$ cat config.mk
export PLATFORM = sky130hd
export DESIGN_NAME = ert_divider
export DESIGN_NICKNAME = d
export VERILOG_FILES = /design/src/hdl/ert_divider.sv
export SDC_FILE = /design/constraint.sdc
export NUM_CORES = 1
export LEC_CHECK = 0
export ABC_AREA = 1
export ABC_CLOCK_PERIOD_IN_PS = 3960
export BUFFER_PORTS_ARGS = -buffer_cell sky130_fd_sc_hd__buf_2
export CORE_MARGIN = 4
export CORE_UTILIZATION = 50
export CTS_CLUSTER_DIAMETER = 30
export DETAILED_ROUTE_END_ITERATION = 16
export PLACE_DENSITY = 0.89
export SLEW_MARGIN = 20
export SYNTH_ARGS = -nofsm -noshare
export SYNTH_HDL_FRONTEND = slang
export SYNTH_SLANG_ARGS = --single-unit
$ cat constraint.sdc
create_clock -name clk -period 3.96 [get_ports clk]
set_input_delay 0 -clock clk [delete_from_list [all_inputs] [get_ports clk]]
set_output_delay 0 -clock clk [all_outputs]
set_load 0.005 [all_outputs]
$ cat src/hdl/ert_divider.sv
// Shared bit-serial restoring divider, one quotient bit per cycle.
// Standalone; used by echo_rtt_tracker_unit for mean, deviation and loss.
`default_nettype none

module ert_divider #(
    parameter int DVD_W = 39,
    parameter int DVS_W = 7
) (
    input  logic             clk,
    input  logic             rst_n,
    input  logic             start,
    input  logic [DVD_W-1:0] dividend,
    input  logic [DVS_W-1:0] divisor,
    output logic             busy,
    output logic             done,
    output logic [DVD_W-1:0] quotient
);

    localparam int STEP_W = $clog2(DVD_W);

    logic              busy_reg, busy_next;
    logic              done_reg, done_next;
    logic [STEP_W-1:0] step_reg, step_next;
    logic [DVD_W-1:0]  quo_reg, quo_next;
    logic [DVS_W:0]    rem_reg, rem_next;
    logic [DVS_W-1:0]  dvs_reg, dvs_next;

    logic [DVS_W:0]    rem_shift;
    logic [DVS_W:0]    rem_sub;
    logic              fits;

    assign rem_shift = {rem_reg[DVS_W-1:0], quo_reg[DVD_W-1]};
    assign rem_sub   = rem_shift - {1'b0, dvs_reg};
    assign fits      = rem_shift >= {1'b0, dvs_reg};

    always_comb
    begin
        busy_next = busy_reg;
        done_next = 1'b0;
        step_next = step_reg;
        quo_next  = quo_reg;
        rem_next  = rem_reg;
        dvs_next  = dvs_reg;
        if (start)
        begin
            busy_next = 1'b1;
            step_next = STEP_W'(DVD_W - 1);
            quo_next  = dividend;
            rem_next  = '0;
            dvs_next  = divisor;
        end
        else if (busy_reg)
        begin
            quo_next  = {quo_reg[DVD_W-2:0], fits};
            rem_next  = fits ? rem_sub : rem_shift;
            step_next = step_reg - 1'b1;
            if (step_reg == '0)
            begin
                busy_next = 1'b0;
                done_next = 1'b1;
            end
        end
    end

    always_ff @(posedge clk or negedge rst_n)
    begin
        if (!rst_n)
        begin
            busy_reg <= 1'b0;
            done_reg <= 1'b0;
            step_reg <= '0;
        end
        else
        begin
            busy_reg <= busy_next;
            done_reg <= done_next;
            step_reg <= step_next;
        end
    end

    always_ff @(posedge clk)
    begin
        quo_reg <= quo_next;
        rem_reg <= rem_next;
        dvs_reg <= dvs_next;
    end

    assign busy     = busy_reg;
    assign done     = done_reg;
    assign quotient = quo_reg;

endmodule

`default_nettype wire

Word level (Yosys, flattened, before mapping)
Index checks and enable logic that the tools add are counted.
Widths: inputs -> output; s select.
{"block": "op_classes", "shifts": 0, "multipliers": 0, "eq_ne": 0, "div": 0, "bitwise": 0, "n_mux": 11, "reduce_logical": 2, "order_cmp": 1, "add_sub_neg": 2}
{"operator": "$mux 39", "n": 2}
{"operator": "$mux 6", "n": 2}
{"operator": "$ge 8x7->1", "n": 1}
{"operator": "$mux 7", "n": 1}
{"operator": "$sub 7x7->7", "n": 1}
{"operator": "$logic_not 6->1", "n": 1}
{"operator": "$mux 1", "n": 6}
{"operator": "$sub 6x1->6 const B", "n": 1}
{"operator": "$reduce_bool 2->1", "n": 1}
{"block": "word_totals", "output_inout_bits": 41, "mem_bits_ro": 0, "ff_bits": 61, "latchBits": 0, "elab_cells": 22, "ramBits": 0, "memories": 0, "inputBits": 49}

Depth between registers and ports, before layout
Gate-level depths: netlist of run 1.
{"block": "depth", "ltp_word": 4, "ltp_mapped": 12, "mapped_depth_nobuf": 12}

Least setup slack after synthesis of run 1
Ideal clock, no wire load.
{"block": "synth_timing", "path_kind": "register to register", "from": "reg quo_reg[38], in the netlist quotient[38]", "to": "reg rem_reg[0]", "arrival_ps": 1548, "synth_period_minus_slack_ps": 1689, "path_stages_with_launch": 12, "path_slack_ps": 2271, "path_buffers": 0, "setup_ps": 141, "required_ps": 3819, "cell_sequence": "edfxtp_1 > inv_1 > ha_1 > fa_1 > inv_1 > nand2_1 > nand2_1 > nand3_1 > nand3_4 > nand2_1 > nand3_1 > o21ai_1"}
{"block": "synth_via", "elab_chain_len": 2, "elab_cells_between_ends": 3, "classes_between": "add/sub: 1; order compare: 1; mux: 1"}
{"item": "from (decl)", "line_no": "24", "rtl": "logic [DVD_W-1:0] quo_reg, quo_next;"}
{"item": "from (signal assigned)", "line_no": "83", "rtl": "quo_reg <= quo_next;"}
{"item": "$sub 7x7->7 / $ge 8x7->1 (equally long branches)", "line_no": "33, 34"}
{"item": "$mux 7 (*)", "line_no": "55", "rtl": "rem_next = fits ? rem_sub : rem_shift;"}
{"item": "to (signal assigned)", "line_no": "84", "rtl": "rem_reg <= rem_next;"}
{"item": "to (decl)", "line_no": "25", "rtl": "logic [DVS_W:0] rem_reg, rem_next;"}
Every way passes the cells marked *; elsewhere a longest branch is shown, timed or not.
A chain may end at the register's enable or synchronous reset.

Worst setup path in the final report of run 1
{"block": "layout_timing", "from": "reg quo_reg[38], in the netlist quotient[38]", "to": "reg quo_reg[0], in the netlist quotient[0], data pin"}
{"block": "layout_via", "elab_chain_len": 3}
{"item": "$ge 8x7->1", "line_no": "34", "rtl": "assign fits = rem_shift >= {1'b0, dvs_reg};"}
{"item": "$mux 39", "line_no": "52", "rtl": "else if (busy_reg)"}
{"item": "$mux 39", "line_no": "44", "rtl": "if (start)"}
{"item": "named net quo_next[0]", "line_no": "24"}
The timed path passes the listed nets, and every way through them passes these cells. The select of a mux whose other input is x is not followed.

==> results of run 1 <==
[placed cells by master, fill, tap and decap left out, types with 2 or more instances in the layout]
cell                            instances
sky130_fd_sc_hd__dlygate4sd3_1         46
sky130_fd_sc_hd__nor3_1                 2
sky130_fd_sc_hd__dfxtp_1                7
sky130_fd_sc_hd__nand4_1                4
sky130_fd_sc_hd__nand3b_1               4
sky130_fd_sc_hd__inv_2                  5
sky130_fd_sc_hd__dfrtp_1                8
sky130_fd_sc_hd__nand2_1              160
sky130_fd_sc_hd__bufinv_16              2
sky130_fd_sc_hd__inv_1                 27
sky130_fd_sc_hd__clkbuf_8               9
sky130_fd_sc_hd__nor2_1                 9
sky130_fd_sc_hd__clkbuf_1               3
sky130_fd_sc_hd__or2_1                  2
sky130_fd_sc_hd__nand3_1               20
sky130_fd_sc_hd__o21ai_1                3
sky130_fd_sc_hd__a31oi_1                2
sky130_fd_sc_hd__nor2_2                 2
sky130_fd_sc_hd__xor2_1                 2
sky130_fd_sc_hd__ha_1                   9
sky130_fd_sc_hd__buf_2                 89
sky130_fd_sc_hd__a21oi_1                3
sky130_fd_sc_hd__edfxtp_1              46
[worst register-to-register path: cells and delay by family, from the launching register on]
kind | cells | cell delay, ns
buffers and inverters | 2 | 0.18
AND/OR/NAND/NOR | 5 | 0.45
flip-flops | 1 | 0.36
AO/OA/AOI/OAI | 1 | 0.23
adder cells (fa/ha/maj) | 2 | 0.67
[Yosys cell counts (3+ instances only)]
library cell / n
sky130_fd_sc_hd__inv_1: 27
sky130_fd_sc_hd__clkbuf_1: 9
sky130_fd_sc_hd__nand3_1: 20
sky130_fd_sc_hd__a21oi_1: 3
sky130_fd_sc_hd__dfrtp_1: 8
sky130_fd_sc_hd__nand3b_1: 4
sky130_fd_sc_hd__nand4_1: 4
sky130_fd_sc_hd__edfxtp_1: 46
sky130_fd_sc_hd__o21ai_1: 3
sky130_fd_sc_hd__inv_2: 5
sky130_fd_sc_hd__nand2_1: 160
sky130_fd_sc_hd__dfxtp_1: 7
sky130_fd_sc_hd__ha_1: 9
sky130_fd_sc_hd__nor2_1: 9
[final cells by class]
cell class / count / area (um^2)
flip-flops and latches: 61 / 1720
fillers: 360 / 1470
multi-input cells: 229 / 1080
repair buffers: 136 / 913
clock buffers: 12 / 135
inverters: 32 / 120
well taps: 72 / 90.1
clock inverters: 4 / 73.8
[final timing paths]
| kind | from | endpoint | depth (start not counted) |
|---|---|---|---|
| max in group asynchronous | rst_n | step_reg[1]$_DFFE_PN0P_ | 2 |
| hold / removal | rst_n | done$_DFF_PN0_ | 2 |
| setup / recovery | quotient[38]$_DFFE_PP_ | quotient[0]$_DFFE_PP_ | 10 |
| setup reg to reg | quotient[38]$_DFFE_PP_ | quotient[0]$_DFFE_PP_ | 10 |
| min in group clk | dividend[0] | quotient[0]$_DFFE_PP_ | 3 |
| hold reg to reg | rem_reg[6]$_SDFFE_PP0P_ | rem_reg[6]$_SDFFE_PP0P_ | 2 |
[kinds of logic after synthesis]
kind of cell,Yosys count,share of synthesized area
AO/OA/AOI/OAI,11,0.0241
AND/OR/NAND/NOR,206,0.291
adder cells (fa/ha/maj),10,0.0448
buffers and inverters,41,0.0520
XOR/XNOR,2,0.00592
flip-flops,61,0.582
[metal layers]
metal / up-vias / part of all wire / track usage / routed length [um]
met2: 160 / 0.54 / 0.460 / 4790
met1: 1346 / 0.36 / 0.268 / 3160
met4: 0 / 0.041 / 0.125 / 362
met5: - / 0 / 0 / 0
li1: 1340 / - / - / -
met3: 34 / 0.063 / 0.0650 / 555
[per-stage QoR]
step | hold WS, ns | power [mW] | utilization | cells | instance area, um^2
6_report | 0.0247 | 2.09 | 0.738 | 546 | 4140
5_1_grt | 0.0440 | 2.18 | 0.738 | 546 | 4140
4_1_cts | 0.0254 | 2.05 | 0.738 | 546 | 4140
3_5_place_dp | -0.152 | 1.40 | 0.618 | 484 | 3470
3_3_place_gp | -0.155 | 1.37 | 0.618 | 484 | 3470
2_1_floorplan | -0.296 | 1.24 | - | 331 | 2960
[power breakdown]
group	switching [mW]	internal (mW)
combinational	0.369	0.257
sequential	0.0632	0.783
clock	0.260	0.356
[timing repair]
| action | CTS | global route |
|---|---|---|
| hold endpoints to repair | 53 | 0 |
| hold buffers | 46 | 0 |
| setup buffers | 0 | 0 |
==> out/results.md, run 1 <==
| Quantity | Reported | Unit |
|---|---|---|
| Critical Path Slowest Stage Cell | sky130_fd_sc_hd__fa_1 | - |
| Worst min path class | in2async | - |
| Final weighted congestion in routability-driven placement | 0.861 | - |
| Status | complete, no violations | - |
| Via count of the first global-routing pass | 2981 | - |
| Clock period minus worst slack | 2.06 | ns |
| Num rows | 27 | - |
| Sequential cell area fraction in the yosys report | 0.582 | - |
| I/O pin total | 90 | - |
| Average routed wire per standard cell | 16.2 | um |
| Max-cap violations | 0 | - |
| Unrepaired setup endpoints after global routing | no | - |
| Number of nets produced by synthesis | 390 | - |
| Setup-failing EPs final | 0 | - |
| CTS Buffer Depth | 2 | - |
| Pin count of the biggest net entering global routing | 51 | - |
| Clock buffers created by TritonCTS | 9 | - |
| TritonCTS clock tree | yes | - |
| Worst IR Drop VDD | 0.000269 | V |
| Worst endpoint data arrival time | 2.22 | ns |
| Flops & latches, synth | 61 | - |
| Startpoint types | register | - |
| Total of warnings raised by yosys | 0 | - |
| Iteration count of the initial detailed-routing pass | 7 | - |
| Worst slack after detailed placement | 2.09 | ns |
| Critical setup path kind | reg2reg | - |
| Ratio of routed vias to standard cells | 5.27 | - |
| Number of enable flip-flop cells after synthesis | 46 | - |
| CP required | 4.12 | ns |
| Core Box Area | 0.00561 | mm^2 |
| Achievable Freq | 0.486 | GHz |
| Port Buffers | 89 | - |
| Category of the worst setup path capture point | register | - |
| Synthesized area per cell | 8.94 | um^2 |
| Number of H-tree levels | 3 | - |
| Leading cell types by total area after synthesis | sky130_fd_sc_hd__edfxtp_1, sky130_fd_sc_hd__nand2_1, sky130_fd_sc_hd__dfrtp_1, sky130_fd_sc_hd__dfxtp_1, sky130_fd_sc_hd__ha_1 | - |
| Ys async rst share | 0.131 | - |
| Total Routed Length | 8.86 | mm |
| Congestion Overflow GR | 0 | - |
| Worst rel slew slack | 0.431 | - |
| Clock tree skew after final layout | 0.00909 | ns |
| Number of resized instances in the post-cts repair step | 0 | - |
| Static leakage | 2.11 | nW |
| Net count of the finished layout | 528 | - |
| Die X | 84.9 | um |
| Hold violation count in the final report | 0 | - |
| Starting DRC count in detailed routing | 251 | - |
| Clock tree root driver cell | sky130_fd_sc_hd__clkbuf_8 | - |
| Synthesized netlist cell count | 331 | - |
| Vias post-DR | 2880 | - |
| Number of flip-flops under the largest register name | 39 | - |
| Cell variety after synth | 26 | - |
| Worst Path Buf+Inv | 2 | - |
| P&R area growth vs syn | 39.8 | % |
| Least setup slack across all paths after layout | 1.90 | ns |
| Register-to-register setup slack | 1.90 | ns |
| Power per unit of standard cell area | 505 | mW/mm^2 |
| Final antenna diode count | 0 | - |
| Period utilization | 0.519 | - |
| Primary FF master, synth | sky130_fd_sc_hd__edfxtp_1 | - |
| Delay-heaviest family, CP | adder cells | - |
| Worst-skew pair later-pin latency | 0.35 | ns |
| Maximum fanout along the worst path | 8 | - |
| Longest individual stage delay on the worst path | 0.43 | ns |
| Height of the die | 84.9 | um |
| Most used cell along the critical path | sky130_fd_sc_hd__nand2_1 | - |
| Initial antenna violation count | 0 | - |
| Fraction of layout cells with a size suffix above 1 | 0.241 | - |
| Clock-pin slew on the worst setup and hold paths | 0.07 | ns |
| Total routing usage reported by global routing | 0.252 | - |
| ANT nets after route | 0 | - |
| Final Max Slew Viols | 0 | - |
| Wire length of the first global-routing pass | 14.0 | mm |
| HPWL after detailed placement | 4.78 | mm |
| Setup_tns | 0 | ns |
| Netlist Area Pre-Place | 0.00296 | mm^2 |
| Transition at the pin with the smallest max-transition slack | 0.852 | ns |
| Crit path cell chain | inv_1 > ha_1 > fa_1 > inv_1 > nand2_1 > nand2_1 > nand2_1 > nand2_1 > nand2_2 > a31oi_1 | - |
| Area fraction of the dominant cell type after synthesis | 0.467 | - |
| Largest area contributor in the synthesized netlist | sky130_fd_sc_hd__edfxtp_1 | - |
| Starting density of the core | 0.527 | - |
| DR DRC count | 0 | - |
| Number of clock sinks | 61 | - |
| Die footprint | 0.00721 | mm^2 |
Power figures use the tool's default switching activity.
==> run 2, diff against run 1 <==
--- a/config.mk
+++ b/config.mk
@@ -6,13 +6,13 @@
 export NUM_CORES = 1
 export LEC_CHECK = 0
 export ABC_AREA = 1
-export ABC_CLOCK_PERIOD_IN_PS = 3960
+export ABC_CLOCK_PERIOD_IN_PS = 1800
 export BUFFER_PORTS_ARGS = -buffer_cell sky130_fd_sc_hd__buf_2
 export CORE_MARGIN = 4
-export CORE_UTILIZATION = 50
+export CORE_UTILIZATION = 46
 export CTS_CLUSTER_DIAMETER = 30
 export DETAILED_ROUTE_END_ITERATION = 16
-export PLACE_DENSITY = 0.89
+export PLACE_DENSITY = 0.87
 export SLEW_MARGIN = 20
 export SYNTH_ARGS = -nofsm -noshare
 export SYNTH_HDL_FRONTEND = slang
==> constraint.sdc (replaced) <==
create_clock -name clk -period 1.8 [get_ports clk]
set_input_delay 0 -clock clk [delete_from_list [all_inputs] [get_ports clk]]
set_output_delay 0 -clock clk [all_outputs]
set_load 0.005 [all_outputs]
==> run 2 against run 1 <==
- the run now ends with negative setup slack left
- critical path depth grew 1
- clock power increased by 92%
- register-to-register slack lost 1.9 ns
- global-route usage fell by 0.50 points
- critical endpoint is now rem_reg[0]$_SDFFE_PP0P_
- first-iteration DRC count increased by 14%
- hold slack better by 0.0054 ns
- routed wire length increased by 12%
- sequential power increased by 120%
- die area rose by 7.9%
- worst setup slack got worse by 1.9 ns
- largest cell class unchanged
- highest routed layer unchanged
- core utilization is 3.8 points lower
- count of clock-buffer cells in the layout is 3 lower
==> out/results.md, run 2 (synthesis results as in run 1) <==
| Quantity | Reported | Unit | Change |
|---|---|---|---|
| Height of the die | 88.2 | um | was 84.9 um |
| Area used by sequential logic in the layout | 0.00172 | mm^2 | unchanged |
| Core Box Area | 0.00610 | mm^2 | was 0.00561 mm^2 |
| Worst IR Drop VDD | 0.000729 | V | was 0.000269 V |
| Achievable Freq | 0.550 | GHz | was 0.486 GHz |
| Category of the worst setup path capture point | register | - | unchanged |
| Power per unit of standard cell area | 1100 | mW/mm^2 | was 505 mW/mm^2 |
| Total routing usage reported by global routing | 0.247 | - | was 0.252 |
| Cell depth of the worst flop-to-flop path | 11 | - | was 10 |
| Worst min path class | in2async | - | unchanged |
| Initial antenna violation count | 0 | - | unchanged |
| Number of clock sinks | 61 | - | unchanged |
| TritonCTS clock tree | yes | - | unchanged |
| Critical setup path kind | reg2reg | - | unchanged |
| Number of H-tree levels | 3 | - | unchanged |
| Transition at the pin with the smallest max-transition slack | 0.447 | ns | was 0.852 ns |
| Pin count of the biggest net entering global routing | 44 | - | was 51 |
| ANT nets after route | 0 | - | unchanged |
| Die footprint | 0.00778 | mm^2 | was 0.00721 mm^2 |
| Unrepaired setup endpoints after global routing | yes | - | was no |
| Static leakage | 2.17 | nW | was 2.11 nW |
| I/O pin total | 90 | - | unchanged |
| DR DRC count | 0 | - | unchanged |
| CP required | 2.07 | ns | was 4.12 ns |
| HPWL after detailed placement | 5.13 | mm | was 4.78 mm |
| Iteration count of the initial detailed-routing pass | 5 | - | was 7 |
| Final-layout fill cell count | 387 | - | was 360 |
| Startpoint types | register | - | unchanged |
| Starting density of the core | 0.485 | - | was 0.527 |
| Die X | 88.2 | um | was 84.9 um |
| Number of flip-flops under the largest register name | 39 | - | unchanged |
| Num rows | 28 | - | was 27 |
| Clock buffers created by TritonCTS | 9 | - | unchanged |
| Via count of the first global-routing pass | 2973 | - | was 2981 |
| Least setup slack across all paths after layout | -0.0195 | ns | was 1.90 ns |
| Power consumption | 4.71 | mW | was 2.09 mW |
| Most common cell after layout, fill and taps aside | sky130_fd_sc_hd__nand2_1 | - | unchanged |
| Register-to-register setup slack | -0.02 | ns | was 1.90 ns |
| Setup_tns | -0.0521 | ns | was 0 ns |
| Final antenna diode count | 0 | - | unchanged |
| Final hold slack | 0.0301 | ns | was 0.0247 ns |
| Final core utilization | 0.700 | - | was 0.738 |
| Clock-pin slew on the worst setup and hold paths | 0.07 | ns | about the same |
| Congestion Overflow GR | 0 | - | unchanged |
| CTS Buffer Depth | 2 | - | unchanged |
| Worst endpoint data arrival time | 2.09 | ns | was 2.22 ns |
| Vias post-DR | 3129 | - | was 2880 |
| Average routed wire per standard cell | 17.8 | um | was 16.2 um |
| Worst-skew pair later-pin latency | 0.35 | ns | about the same |
| Final weighted congestion in routability-driven placement | 0.875 | - | was 0.861 |
| Max-cap violations | 0 | - | unchanged |
| Final instance count without filler cells | 557 | - | was 546 |
| Status | finished with violations | - | was complete, no violations |
| Starting DRC count in detailed routing | 286 | - | was 251 |
| Clock tree root driver cell | sky130_fd_sc_hd__clkbuf_8 | - | unchanged |
| Fraction of layout cells with a size suffix above 1 | 0.288 | - | was 0.241 |
| Failing checks | negative setup slack | - |  |
| Maximum fanout along the worst path | 8 | - | unchanged |
| Total Routed Length | 9.92 | mm | was 8.86 mm |
| Period utilization | 1.01 | - | was 0.519 |
| Worst rel slew slack | 0.702 | - | was 0.431 |
| Clock tree skew after final layout | 0.0111 | ns | was 0.00909 ns |
| Multi-input logic area | 0.00116 | mm^2 | was 0.00108 mm^2 |
| Net count of the finished layout | 537 | - | was 528 |
| Commonest non-fill, non-tap cells in the layout | sky130_fd_sc_hd__nand2_1, sky130_fd_sc_hd__buf_2, sky130_fd_sc_hd__dlygate4sd3_1 | - | was sky130_fd_sc_hd__nand2_1, sky130_fd_sc_hd__buf_2, sky130_fd_sc_hd__edfxtp_1, sky130_fd_sc_hd__dlygate4sd3_1, sky130_fd_sc_hd__inv_1 |
| Clock period minus worst slack | 1.82 | ns | was 2.06 ns |
| Final Max Slew Viols | 0 | - | unchanged |
| Wire length of the first global-routing pass | 14.3 | mm | was 14.0 mm |
| Hold violation count in the final report | 0 | - | unchanged |
| Ratio of routed vias to standard cells | 5.62 | - | was 5.27 |
| Port Buffers | 89 | - | unchanged |
| Setup-failing EPs final | 5 | - | was 0 |
| Post-placement cell count | 491 | - | was 484 |
| P&R area growth vs syn | 44.2 | % | was 39.8% |
## run 2: cell types whose count changed in the layout (fill, tap and decap cells not counted), sizes merged
| cell | before | now |
|---|---|---|
| clkinv | 2 | 5 |
| buf | 90 | 98 |
| dlygate4sd3 | 46 | 47 |
| bufinv | 2 | 1 |
| clkbuf | 12 | 9 |
## run 2: final timing paths
kind,start,to
setup / recovery,dvs_reg[0]$_DFFE_PP_,rem_reg[0]$_SDFFE_PP0P_
max in group asynchronous,rst_n,step_reg[0]$_DFFE_PN0P_
hold reg to reg,rem_reg[6]$_SDFFE_PP0P_,rem_reg[6]$_SDFFE_PP0P_
hold / removal,rst_n,step_reg[2]$_DFFE_PN0P_
min in group clk,dividend[0],quotient[0]$_DFFE_PP_
setup reg to reg,dvs_reg[0]$_DFFE_PP_,rem_reg[0]$_SDFFE_PP0P_
## run 2: report_power, final
part,internal (mW),switching (mW),total [mW]
Combinational,0.690,0.972,1.66
Clock,0.617,0.566,1.18
Sequential,1.72,0.144,1.87
Total,3.03,1.68,4.71
## run 2: cell type report
type / instances / area share
sequential: 61 / 0.404
tap: 75 / 0.0220
inverter: 32 / 0.0282
clock inverter: 6 / 0.0129
multi-input combinational: 229 / 0.271
clock buffer: 9 / 0.0290
timing repair buffer: 145 / 0.233
## run 2: layer usage
metal  wire length, um  GRT usage  part of all wire  vias to the layer above
met5                 0          0                 0                        -
met4               470      0.129             0.047                        0
met3              1150     0.0847              0.12                       46
met2              4850      0.411              0.49                      279
met1              3440      0.281              0.35                     1440
li1                  -          -                 -                     1364
## run 2: critical path, cell delays in order, from the launching register on
cell and delay, ns:
sky130_fd_sc_hd__edfxtp_1 0.43, sky130_fd_sc_hd__ha_4 0.20, sky130_fd_sc_hd__fa_2 0.37, sky130_fd_sc_hd__inv_2 0.07, sky130_fd_sc_hd__nand2_2 0.04, sky130_fd_sc_hd__nand2_2 0.09, sky130_fd_sc_hd__nand2_2 0.08, sky130_fd_sc_hd__nand2_2 0.10
sky130_fd_sc_hd__nand2_4 0.10, sky130_fd_sc_hd__nand3_2 0.10, sky130_fd_sc_hd__nand3_2 0.05, sky130_fd_sc_hd__o21ai_1 0.11
## run 2: metrics by stage
step | cell area (um^2) | worst slack (ns)
5_1_grt | 4270 | -0.0939
6_report | 4270 | -0.0195
2_1_floorplan | 2960 | 0.111
3_5_place_dp | 3510 | -0.0172
3_3_place_gp | 3510 | 0.0753
4_1_cts | 4170 | 0.0141
## run 2: repair_timing
action / in CTS / in global routing
hold buffers: 47 / 0
endpoints found under the setup margin: 7 / 8
pin swaps: 0 / 9
gates resized for setup: 1 / 19
setup buffers: 0 / 4
endpoints found under the hold margin: 54 / 0
==> run 3, diff against run 2 <==
--- a/config.mk
+++ b/config.mk
@@ -9,10 +9,10 @@
 export ABC_CLOCK_PERIOD_IN_PS = 1800
 export BUFFER_PORTS_ARGS = -buffer_cell sky130_fd_sc_hd__buf_2
 export CORE_MARGIN = 4
-export CORE_UTILIZATION = 46
+export CORE_UTILIZATION = 39
 export CTS_CLUSTER_DIAMETER = 30
 export DETAILED_ROUTE_END_ITERATION = 16
-export PLACE_DENSITY = 0.87
+export PLACE_DENSITY = 0.77
 export SLEW_MARGIN = 20
 export SYNTH_ARGS = -nofsm -noshare
 export SYNTH_HDL_FRONTEND = slang
==> run 3 against run 2 <==
- the flow now finishes without violations
- first-iteration DRC count down 42%
- flip-flop and latch count unchanged
- sequential power about the same
- core utilization down 12 points
- non-clock buffer count down 2
- critical endpoint unchanged
- largest cell class unchanged
==> out/results.md, run 3 (synthesis results as in run 1) <==
| Quantity | Reported | Unit | Change |
|---|---|---|---|
| Most common cell after layout, fill and taps aside | sky130_fd_sc_hd__nand2_1 | - | unchanged |
| Power per unit of standard cell area | 1080 | mW/mm^2 | was 1100 mW/mm^2 |
| Total routing usage reported by global routing | 0.189 | - | was 0.247 |
| Worst hold path cell count | 2 | - |  |
| Via count of the first global-routing pass | 2911 | - | was 2973 |
| Achievable Freq | 0.558 | GHz | was 0.550 GHz |
| Delay-heaviest family, CP | adder cells | - | unchanged |
| Setup-failing EPs final | 0 | - | was 5 |
| Critical Path Slowest Stage Cell | sky130_fd_sc_hd__edfxtp_1 | - | unchanged |
| Longest individual stage delay on the worst path | 0.42 | ns | was 0.43 ns |
| Global route hottest layer | met2 | - | unchanged |
| Clock share of power | 0.282 | - | was 0.251 |
| Vias post-DR | 2768 | - | was 3129 |
| Final Max Slew Viols | 0 | - | unchanged |
| Iteration count of the initial detailed-routing pass | 4 | - | was 5 |
| Pin count of the biggest net entering global routing | 43 | - | was 44 |
| Critical setup path kind | reg2reg | - | unchanged |
| Number of H-tree levels | 3 | - | unchanged |
| Initial antenna violation count | 0 | - | unchanged |
| Flop pwr share | 0.404 | - | was 0.396 |
| Clock tree skew after final layout | 0.00749 | ns | was 0.0111 ns |
| Fraction of layout cells with a size suffix above 1 | 0.279 | - | was 0.288 |
| Net switching power | 1.49 | mW | was 1.68 mW |
| Status | complete, no violations | - | was finished with violations |
| Final-layout fill cell count | 603 | - | was 387 |
| Wire length of the first global-routing pass | 13.1 | mm | was 14.3 mm |
| Met1 track utilization from global routing | 0.221 | - | was 0.281 |
| Final core utilization | 0.583 | - | was 0.700 |
| Number of clock sinks | 61 | - | unchanged |
| Proportion of total power due to net switching | 0.324 | - | was 0.357 |
| Met2 GRT Util | 0.320 | - | was 0.411 |
| HPWL after detailed placement | 5.07 | mm | was 5.13 mm |
| Static leakage | 2.16 | nW | was 2.17 nW |
| Clock period minus worst slack | 1.79 | ns | was 1.82 ns |
| Commonest non-fill, non-tap cells in the layout | sky130_fd_sc_hd__nand2_1, sky130_fd_sc_hd__buf_2, sky130_fd_sc_hd__edfxtp_1, sky130_fd_sc_hd__dlygate4sd3_1, sky130_fd_sc_hd__inv_1 | - | was sky130_fd_sc_hd__nand2_1, sky130_fd_sc_hd__buf_2, sky130_fd_sc_hd__dlygate4sd3_1 |
| Die X | 95.1 | um | was 88.2 um |
| Worst Path Buf+Inv | 1 | - | unchanged |
| Most used cell along the critical path | sky130_fd_sc_hd__nand2_2 | - | unchanged |
| Startpoint types | register | - | unchanged |
| Max-cap violations | 0 | - | unchanged |
| Power Internal | 3.11 | mW | was 3.03 mW |
| Unrepaired setup endpoints after global routing | yes | - | unchanged |
| P&R area growth vs syn | 44.6 | % | was 44.2% |
| Final antenna diode count | 0 | - | unchanged |
| Final weighted congestion in routability-driven placement | 0.844 | - | was 0.875 |
| Clock-pin slew on the worst setup and hold paths | 0.06 | ns | was 0.07 ns |
| Starting density of the core | 0.403 | - | was 0.485 |
| Worst IR Drop VDD | 0.000504 | V | was 0.000729 V |
| Net count of the finished layout | 535 | - | was 537 |
| Core Box Area | 0.00733 | mm^2 | was 0.00610 mm^2 |
| Die footprint | 0.00904 | mm^2 | was 0.00778 mm^2 |
| Number of flip-flops under the largest register name | 39 | - | unchanged |
| Hold violation count in the final report | 0 | - | unchanged |
| CTS Buffer Depth | 2 | - | unchanged |
| I/O pin total | 90 | - | unchanged |
| Clock buffers created by TritonCTS | 9 | - | unchanged |
| Reg-to-Reg End | rem_reg[0]$_SDFFE_PP0P_ | - | unchanged |
| Crit path cell chain | ha_4 > fa_2 > inv_2 > nand2_2 > nand2_2 > nand3_2 > nand3_4 > nand2_1 > nand3_1 > o21ai_1 | - | was ha_4 > fa_2 > inv_2 > nand2_2 > nand2_2 > nand2_2 > nand2_2 > nand2_4 > nand3_2 > nand3_2 > o21ai_1 |
| Worst rel slew slack | 0.704 | - | was 0.702 |
| Clock tree root driver cell | sky130_fd_sc_hd__clkbuf_8 | - | unchanged |
| Starting DRC count in detailed routing | 167 | - | was 286 |
| Total Routed Length | 8.13 | mm | was 9.92 mm |
| Category of the worst setup path capture point | register | - | unchanged |
| CP required | 2.01 | ns | was 2.07 ns |
| Worst endpoint data arrival time | 2.00 | ns | was 2.09 ns |
| Congestion Overflow GR | 0 | - | unchanged |
| Num rows | 31 | - | was 28 |
| Register-to-register setup slack | 0.007 | ns | was -0.02 ns |
| TritonCTS clock tree | yes | - | unchanged |
| ANT nets after route | 0 | - | unchanged |
| Worst-skew pair later-pin latency | 0.33 | ns | was 0.35 ns |
| Final hold slack | 0.0254 | ns | was 0.0301 ns |
| Ratio of routed vias to standard cells | 4.77 | - | was 5.62 |
| Average routed wire per standard cell | 14.0 | um | was 17.8 um |
| Setup_tns | 0 | ns | was -0.0521 ns |
| Final instance count without filler cells | 580 | - | was 557 |
| Transition at the pin with the smallest max-transition slack | 0.444 | ns | was 0.447 ns |
| WHS Endpoint | step_reg[4]$_DFFE_PN0P_ | - |  |
| Hold path startpoint | start | - |  |
| FF-to-FF Start | dvs_reg[0]$_DFFE_PP_ | - | unchanged |
| Cell depth of the worst flop-to-flop path | 10 | - | was 11 |
| Period utilization | 0.996 | - | was 1.01 |
| Post-placement cell count | 516 | - | was 491 |
| Part of the total power dissipated in combinational logic | 0.314 | - | was 0.353 |
| Met3 Track Usage GR | 0.0497 | - | was 0.0847 |
| Maximum fanout along the worst path | 7 | - | was 8 |
| Port Buffers | 89 | - | unchanged |
| DR DRC count | 0 | - | unchanged |
| Height of the die | 95.1 | um | was 88.2 um |
| Worst min path class | in2reg | - | was in2async |
run 3: how the worst max path moves through the flow:
stage                           startpoint                      end  slack (ns)  cells after the start
floorplan           quotient[38]$_DFFE_PP_  rem_reg[0]$_SDFFE_PP0P_        0.11                     11
global placement    quotient[38]$_DFFE_PP_  rem_reg[0]$_SDFFE_PP0P_        0.07                     12
detailed placement  quotient[38]$_DFFE_PP_  rem_reg[0]$_SDFFE_PP0P_       -0.05                     12
CTS                 quotient[38]$_DFFE_PP_  rem_reg[0]$_SDFFE_PP0P_       0.007                     12
global route        quotient[38]$_DFFE_PP_  rem_reg[0]$_SDFFE_PP0P_        -0.1                     12
finish                dvs_reg[0]$_DFFE_PP_  rem_reg[0]$_SDFFE_PP0P_       0.007                     10
run 3: power by group through the flow:
stage	logic (mW)	clock network (mW)	registers (mW)
after floorplan	0.871	0	1.85
after global placement	1.18	0	1.87
after detailed placement	1.23	0	1.88
after CTS	1.33	1.32	1.85
after global routing	1.64	1.40	1.87
final	1.45	1.30	1.86
run 3: cell type report:
type	count	area, um^2	area share
clock inverter	5	75.1	0.0176
multi-input combinational	229	1140	0.266
clock buffer	11	131	0.0307
tap	99	124	0.0290
timing repair buffer	143	966	0.226
inverter	32	120	0.0281
sequential	61	1720	0.403
run 3: routing by layer:
metal	vias up	wire (um)
met4	0	189
met3	20	580
li1	1358	-
met2	120	4030
met5	-	0
met1	1270	3330
run 3: stage by stage:
stage	worst slack (ns)	total power, mW	area (um^2)
5_1_grt	-0.0968	4.91	4280
4_1_cts	0.00652	4.50	4220
2_1_floorplan	0.111	2.72	2960
3_5_place_dp	-0.0524	3.10	3540
6_report	0.00710	4.60	4280
3_3_place_gp	0.0666	3.05	3540
run 3: what timing repair did:
item,4_1_cts,5_1_grt
pin swaps,0,5
endpoints found under the setup margin,8,8
hold buffers,46,0
endpoints found under the hold margin,53,0
setup buffers,0,2
gates resized for setup,3,11
